--- src/design/sspi_pkg.sv ---
package sspi_pkg;

	// Event codes carried on the input tuser
	typedef enum logic [2:0] {
		OP_GYRO_IRQ     = 3'd0,
		OP_ACCEL_IRQ    = 3'd1,
		OP_COMPLETE     = 3'd2,
		OP_CONSUME_GYRO = 3'd3,
		OP_CONSUME_ACC  = 3'd4,
		OP_CONSUME_TEMP = 3'd5
	} op_t;

	// Source codes for launch_target and in_flight
	localparam logic [1:0] SRC_NONE  = 2'd0;
	localparam logic [1:0] SRC_GYRO  = 2'd1;
	localparam logic [1:0] SRC_ACCEL = 2'd2;
	localparam logic [1:0] SRC_TEMP  = 2'd3;

	// Per-source flags
	typedef struct packed {
		logic fresh;
		logic fly;
		logic req;
	} src_flags_t;

	// One result item
	typedef struct packed {
		logic       fresh_data;
		logic [1:0] in_flight;
		logic       accel_select_level;
		logic       gyro_select_level;
		logic [1:0] launch_target;
	} result_t;

endpackage

--- src/design/sensor_spi_transfer_scheduler.sv ---
// Transfer scheduler for one shared SPI DMA link serving gyro, accel and
// temperature reads.
// Input stream: one event per transfer; s_axis_tuser holds the event code,
// s_axis_tdata[0] the DMA busy flag. Output stream: exactly one result per
// event, carrying the launch decision, both chip select levels, the source
// in flight and, for consume events, whether that source held fresh data.
// cfg_we/cfg_wdata write launch_enable; write it only while no event is
// pending.
// An accepted event is held in the input register and its result in the
// result register. Throughput: one event per cycle while the receiver does
// not stall; the flag update and priority pick sit between the input register
// and the result register.
// Reset clears all flags and launch_enable and drives both chip selects high
// (deselected); no result is pending after reset.
// When the receiver stalls, the result register holds its item, the input
// register holds the next event, and s_axis_tready drops once both are full.
module sensor_spi_transfer_scheduler (
	input  logic       clk,
	input  logic       arst_n,
	input  logic       cfg_we,
	input  logic       cfg_wdata,
	input  logic       s_axis_tvalid,
	output logic       s_axis_tready,
	input  logic [7:0] s_axis_tdata,   // [0] dma_busy, [7:1] zero
	input  logic [2:0] s_axis_tuser,   // [2:0] op
	output logic       m_axis_tvalid,
	input  logic       m_axis_tready,
	output logic [7:0] m_axis_tdata    // [1:0] launch_target, [2] gyro_select_level,
	                                   // [3] accel_select_level, [5:4] in_flight,
	                                   // [6] fresh_data, [7] zero
);
	import sspi_pkg::*;

	logic       launch_enable_q;
	logic       valid_s1;
	logic [2:0] op_s1;
	logic       busy_s1;
	logic       advance_s1;

	src_flags_t gyro_q, accel_q, temp_q;
	src_flags_t gyro_d, accel_d, temp_d;
	logic       gyro_sel_q, accel_sel_q;
	logic       gyro_sel_d, accel_sel_d;

	logic       out_valid_q;
	result_t    result_q;
	result_t    result_d;

	logic       try_launch;

	// Handshake: the input stage moves on when the result register is free
	assign advance_s1    = valid_s1 && (!out_valid_q || m_axis_tready);
	assign s_axis_tready = !valid_s1 || advance_s1;
	assign m_axis_tvalid = out_valid_q;
	assign m_axis_tdata  = {1'b0, result_q};

	// Configuration register
	always_ff @(posedge clk or negedge arst_n) begin
		if (!arst_n) begin
			launch_enable_q <= 1'b0;
		end else if (cfg_we) begin
			launch_enable_q <= cfg_wdata;
		end
	end

	// Input register
	always_ff @(posedge clk or negedge arst_n) begin
		if (!arst_n) begin
			valid_s1 <= 1'b0;
		end else if (s_axis_tready) begin
			valid_s1 <= s_axis_tvalid;
		end
	end

	always_ff @(posedge clk) begin
		if (s_axis_tready && s_axis_tvalid) begin
			op_s1   <= s_axis_tuser;
			busy_s1 <= s_axis_tdata[0];
		end
	end

	// Event handling, launch pick and result
	always_comb begin
		gyro_d      = gyro_q;
		accel_d     = accel_q;
		temp_d      = temp_q;
		gyro_sel_d  = gyro_sel_q;
		accel_sel_d = accel_sel_q;
		try_launch  = 1'b0;
		result_d    = '0;

		case (op_s1)
			OP_GYRO_IRQ: begin
				gyro_d.req = 1'b1;
				try_launch = launch_enable_q;
			end
			OP_ACCEL_IRQ: begin
				accel_d.req = 1'b1;
				temp_d.req  = 1'b1;
				try_launch  = launch_enable_q;
			end
			OP_COMPLETE: begin
				if (gyro_q.fly) begin
					gyro_d.fly   = 1'b0;
					gyro_d.fresh = 1'b1;
					gyro_sel_d   = 1'b1;
				end
				if (accel_q.fly) begin
					accel_d.fly   = 1'b0;
					accel_d.fresh = 1'b1;
					accel_sel_d   = 1'b1;
				end
				if (temp_q.fly) begin
					temp_d.fly   = 1'b0;
					temp_d.fresh = 1'b1;
					accel_sel_d  = 1'b1;
				end
				try_launch = 1'b1;
			end
			OP_CONSUME_GYRO: begin
				result_d.fresh_data = gyro_q.fresh;
				gyro_d.fresh        = 1'b0;
			end
			OP_CONSUME_ACC: begin
				result_d.fresh_data = accel_q.fresh;
				accel_d.fresh       = 1'b0;
			end
			OP_CONSUME_TEMP: begin
				result_d.fresh_data = temp_q.fresh;
				temp_d.fresh        = 1'b0;
			end
			default: begin
			end
		endcase

		// Start the highest-priority request when the link is free
		if (try_launch && !busy_s1 && !(gyro_d.fly || accel_d.fly || temp_d.fly)) begin
			if (gyro_d.req) begin
				gyro_d.req             = 1'b0;
				gyro_d.fly             = 1'b1;
				gyro_sel_d             = 1'b0;
				result_d.launch_target = SRC_GYRO;
			end else if (accel_d.req) begin
				accel_d.req            = 1'b0;
				accel_d.fly            = 1'b1;
				accel_sel_d            = 1'b0;
				result_d.launch_target = SRC_ACCEL;
			end else if (temp_d.req) begin
				temp_d.req             = 1'b0;
				temp_d.fly             = 1'b1;
				accel_sel_d            = 1'b0;
				result_d.launch_target = SRC_TEMP;
			end
		end

		if (gyro_d.fly) begin
			result_d.in_flight = SRC_GYRO;
		end else if (accel_d.fly) begin
			result_d.in_flight = SRC_ACCEL;
		end else if (temp_d.fly) begin
			result_d.in_flight = SRC_TEMP;
		end else begin
			result_d.in_flight = SRC_NONE;
		end
		result_d.gyro_select_level  = gyro_sel_d;
		result_d.accel_select_level = accel_sel_d;
	end

	// Scheduler state, updated as each event moves into the result register
	always_ff @(posedge clk or negedge arst_n) begin
		if (!arst_n) begin
			gyro_q      <= '0;
			accel_q     <= '0;
			temp_q      <= '0;
			gyro_sel_q  <= 1'b1;
			accel_sel_q <= 1'b1;
		end else if (advance_s1) begin
			gyro_q      <= gyro_d;
			accel_q     <= accel_d;
			temp_q      <= temp_d;
			gyro_sel_q  <= gyro_sel_d;
			accel_sel_q <= accel_sel_d;
		end
	end

	// Result register
	always_ff @(posedge clk or negedge arst_n) begin
		if (!arst_n) begin
			out_valid_q <= 1'b0;
		end else if (advance_s1) begin
			out_valid_q <= 1'b1;
		end else if (m_axis_tready) begin
			out_valid_q <= 1'b0;
		end
	end

	always_ff @(posedge clk) begin
		if (advance_s1) begin
			result_q <= result_d;
		end
	end

	// At most one source is ever in flight
	a_one_in_flight: assert property (@(posedge clk) disable iff (!arst_n)
		$onehot0({gyro_q.fly, accel_q.fly, temp_q.fly}))
		else $error("more than one source in flight");

	// A source in flight keeps its chip select low
	a_gyro_select: assert property (@(posedge clk) disable iff (!arst_n)
		gyro_q.fly |-> !gyro_sel_q)
		else $error("gyro in flight with chip select high");

	a_accel_select: assert property (@(posedge clk) disable iff (!arst_n)
		(accel_q.fly || temp_q.fly) |-> !accel_sel_q)
		else $error("accel or temperature in flight with chip select high");

	// A reported launch names the source now in flight
	a_launch_matches: assert property (@(posedge clk) disable iff (!arst_n)
		(out_valid_q && result_q.launch_target != SRC_NONE)
			|-> result_q.in_flight == result_q.launch_target)
		else $error("launch target differs from source in flight");

	// State does not move while the result register is stalled
	a_stall_holds: assert property (@(posedge clk) disable iff (!arst_n)
		(out_valid_q && !m_axis_tready) |=> $stable({gyro_q, accel_q, temp_q}))
		else $error("flags changed during output stall");

endmodule

--- config.mk ---
export PLATFORM = sky130hd
export DESIGN_NAME = sensor_spi_transfer_scheduler
export DESIGN_NICKNAME = d
export VERILOG_FILES = /design/src/design/sspi_pkg.sv /design/src/design/sensor_spi_transfer_scheduler.sv
export SDC_FILE = /design/constraint.sdc
export NUM_CORES = 1
export LEC_CHECK = 0
export ABC_AREA = 1
export ABC_CLOCK_PERIOD_IN_PS = 2800
export BUFFER_PORTS_ARGS = -buffer_cell sky130_fd_sc_hd__buf_2
export CAP_MARGIN = 40
export CORE_MARGIN = 2
export CORE_UTILIZATION = 55
export DETAILED_ROUTE_END_ITERATION = 12
export PLACE_DENSITY_LB_ADDON = 0.08
export SLEW_MARGIN = 15
export SYNTH_ARGS = -nofsm -noshare
export SYNTH_HDL_FRONTEND = slang
export SYNTH_SLANG_ARGS = --single-unit
--- constraint.sdc ---
create_clock -name clk -period 2.8 [get_ports clk]
set_clock_uncertainty 0.15 [all_clocks]
set_input_delay 0.56 -clock clk [delete_from_list [all_inputs] [get_ports clk]]
set_output_delay 0.56 -clock clk [all_outputs]
set_load 0.03 [all_outputs]
==> impl_metrics.py <==
metrics = {
    "floorplan": {
        "core_area_mm2": 0.00200,
        "die_area_mm2": 0.00254,
        "fp.dieH_um": 50.4,
        "std_cell_rows": 16,
        "ioPinCount": 27,
        "fp.dieW_um": 50.4,
        "initial_utilization": 0.592,
    },
    "layout": {
        "nNetsFinal": 167,
        "postLayoutCoreUtil": 0.666,
        "synthToLayoutAreaGrowth_pct": 12.6,
        "antenna_cells": 0,
        "drive_above_1_share": 0.255,
    },
    "routing": {
        "vias": 907,
        "firstDrtPassIters": 4,
        "highest_layer": "met4",
        "wl_met2_um": 998,
        "viasPerCell": 5.15,
        "first_iter_violations": 8,
        "wl_met1_mm": 1.00,
        "avgRoutedWirePerCell_um": 12.2,
        "wl_met3_um": 95,
        "totalWireLength_mm": 2.15,
        "drtAntennaViolNets": 0,
        "drc_errors": 0,
    },
    "synth": {
        "synthTopCellsByCount": "nand2_1, inv_1, nor2_1",
        "synth.largest_area_cell": "edfxtp_1",
        "async_reset_ff_frac": 0.560,
        "yosys.cell_types.count": 31,
        "yosys_warnings": 0,
        "synthCells": 128,
        "ys_seq_area_frac": 0.577,
        "synthTopCellsByArea": "edfxtp_1, dfrtp_1, nand2_1",
        "synth-seq-cells": 25,
        "synth.top_cell.area_share": 0.279,
        "synth_edf_count": 11,
        "synth.most_common_cell": "nand2_1",
        "syn_area_mm2": 0.00118,
        "syn_avg_cell_area_um2": 9.26,
        "ys.flop_type": "dfrtp_1",
        "synth_nets": 145,
    },
    "worst_setup_path": {
        "r2r_setup_slack_ps": 870,
        "reg2regPathDepth": 10,
        "crit-reg2reg-capture": "m_axis_tdata[4]",
        "critical_path_class": "register to register",
        "critPathSlowestCell": "edfxtp_1",
        "worstPathRequired_ps": 2750,
        "crit_arrival_ps": 1880,
        "end_kind": "register",
        "r2r_start": "op_s1[2]",
        "start_kind": "register",
        "critical_path.most_common_cell": "nand2_1",
        "cp_cell_sequence": "inv_1 -> nand3_2 -> o21ai_0 -> nand2_1 -> nor2_2 -> nand2_1 -> nand2_2 -> inv_1 -> nand2_1 -> nand2_1",
        "path_max_fanout": 14,
        "cp_slowest_stage_delay_ps": 430,
    },
    "timing": {
        "fin_crit_sh": 0.688,
        "setup_tns_ps": 0,
        "hold_viol": 0,
        "maxSlewViolCount": 0,
        "max_freq_mhz": 519,
        "finalSetupViolations": 0,
        "hold-worst-slack_ps": 251,
        "period_minus_slack_ps": 1930,
        "rsz0062_at_grt": "no",
        "max_slew_margin": 0.667,
        "worstMarginPinSlew_ps": 497,
    },
    "worst_hold_path": {
        "hold_path.class": "primary input to register",
        "min_from": "s_axis_tuser[0]",
        "hold_end": "op_s1[0]",
        "worst_hold_path.num_cells": 1,
    },
    "global_route": {
        "grtUsageTotal": 0.199,
        "gr-total-overflow": 0,
        "grt_pass1_vias": 823,
        "antenna_found_initial": 0,
        "grt_pass1_wl_mm": 3.63,
        "grt_max_degree": 17,
    },
    "pwr": {
        "pwr_density_cell_mw_per_mm2": 858,
        "p_leak_nw": 0.629,
        "ir_drop_mv": 0.469,
    },
    "run": {
        "max_cap_viol_count": 0,
    },
    "clocking": {
        "clkLatencyLatePin_ps": 330,
        "clk_path_buf_depth": 2,
        "cts_tree": "yes",
        "h-tree-depth": 1,
        "cts_sinks": 25,
        "numCtsBuffers": 3,
        "cts_resized": 0,
        "root_buffer": "clkbuf_4",
        "cts.clk_slew.worst_paths_ps": 130,
    },
    "outcome": {
        "status": "complete, no violations",
    },
    "placed_design": {
        "place_hpwl_mm": 1.60,
        "io_buffers": 18,
        "place_congestion": 0.844,
    },
}
cell families after synthesis:
family | Yosys count | synth area share
simple gates | 56 | 0.210
other cells | 1 | 0.00316
compound gates | 21 | 0.120
mux | 1 | 0.00950
buf+inv | 24 | 0.0803
flops | 25 | 0.577
power by group:
group	internal (mW)	leakage [nW]	switching, mW	total [mW]
Sequential	0.518	0.274	0.0664	0.585
Clock	0.0537	0.0177	0.107	0.161
Combinational	0.135	0.337	0.264	0.399
Total	0.707	0.629	0.438	1.14
routing by layer:
layer  track usage  vias up
met4         0.108        0
met3        0.0357        5
li1              -      454
met2         0.309       18
met5             0        -
met1         0.265      430
how the worst max path moves through the flow:
stage,startpoint,to,slack (ps),depth (start not counted)
2_1_floorplan,m_axis_tready,gyro_q[0],1120,6
3_3_place_gp,m_axis_tready,gyro_q[1],780,7
3_5_place_dp,m_axis_tready,accel_q[2],750,8
4_1_cts,op_s1[2],m_axis_tdata[4],910,10
5_1_grt,op_s1[2],m_axis_tdata[4],710,10
6_report,op_s1[2],m_axis_tdata[4],870,10
state kept, by name (all words and copies together) (netlist names):
register and flops:
op_s1 3, m_axis_tdata 7, gyro_q 3, temp_q 3, busy_s1 1, accel_sel_q 1, gyro_sel_q 1, m_axis_tvalid 1
accel_q 3, launch_enable_q 1, valid_s1 1
worst max-delay path: cells and delay by family (launching register included):
family                 cells  cell delay (ps)
AOI/OAI and AO/OA          1              180
buffers and inverters      2              200
DFF                        1              430
and+or+nand+nor            7              740
final cells by class:
| cell class | count | area, um^2 |
|---|---|---|
| clock inverter | 1 | 5.00 |
| inverter | 22 | 82.6 |
| timing repair buffer | 19 | 100 |
| tap | 27 | 33.8 |
| clock buffer | 3 | 22.5 |
| fill | 179 | 668 |
| sequential | 25 | 683 |
| multi-input combinational | 79 | 407 |
placed cells by master, fill, tap and decap left out, drive strengths merged, types with 4 or more instances in the layout:
master  Yosys  final
o21ai       9      9
dfrtp      12     12
buf         2     18
nand3       5      5
edfxtp     11     11
a21oi       4      4
nor2       17     17
inv        21     21
nor3        4      4
nand2      29     29
stage by stage:
step	worst slack [ps]	std cells	power, mW	area, um^2
CTS	911	176	1.15	1330
floorplan	1120	128	0.892	1180
global placement	782	171	0.967	1300
global route	707	176	1.23	1330
detailed placement	751	171	0.990	1300
finish	874	176	1.14	1330
timing repair:
action | in CTS | in global routing
buffers inserted | 0 | 0
endpoints found under the hold margin | 12 | 0
hold buffers | 1 | 0
Note: power is estimated with default switching activity, not from simulation.
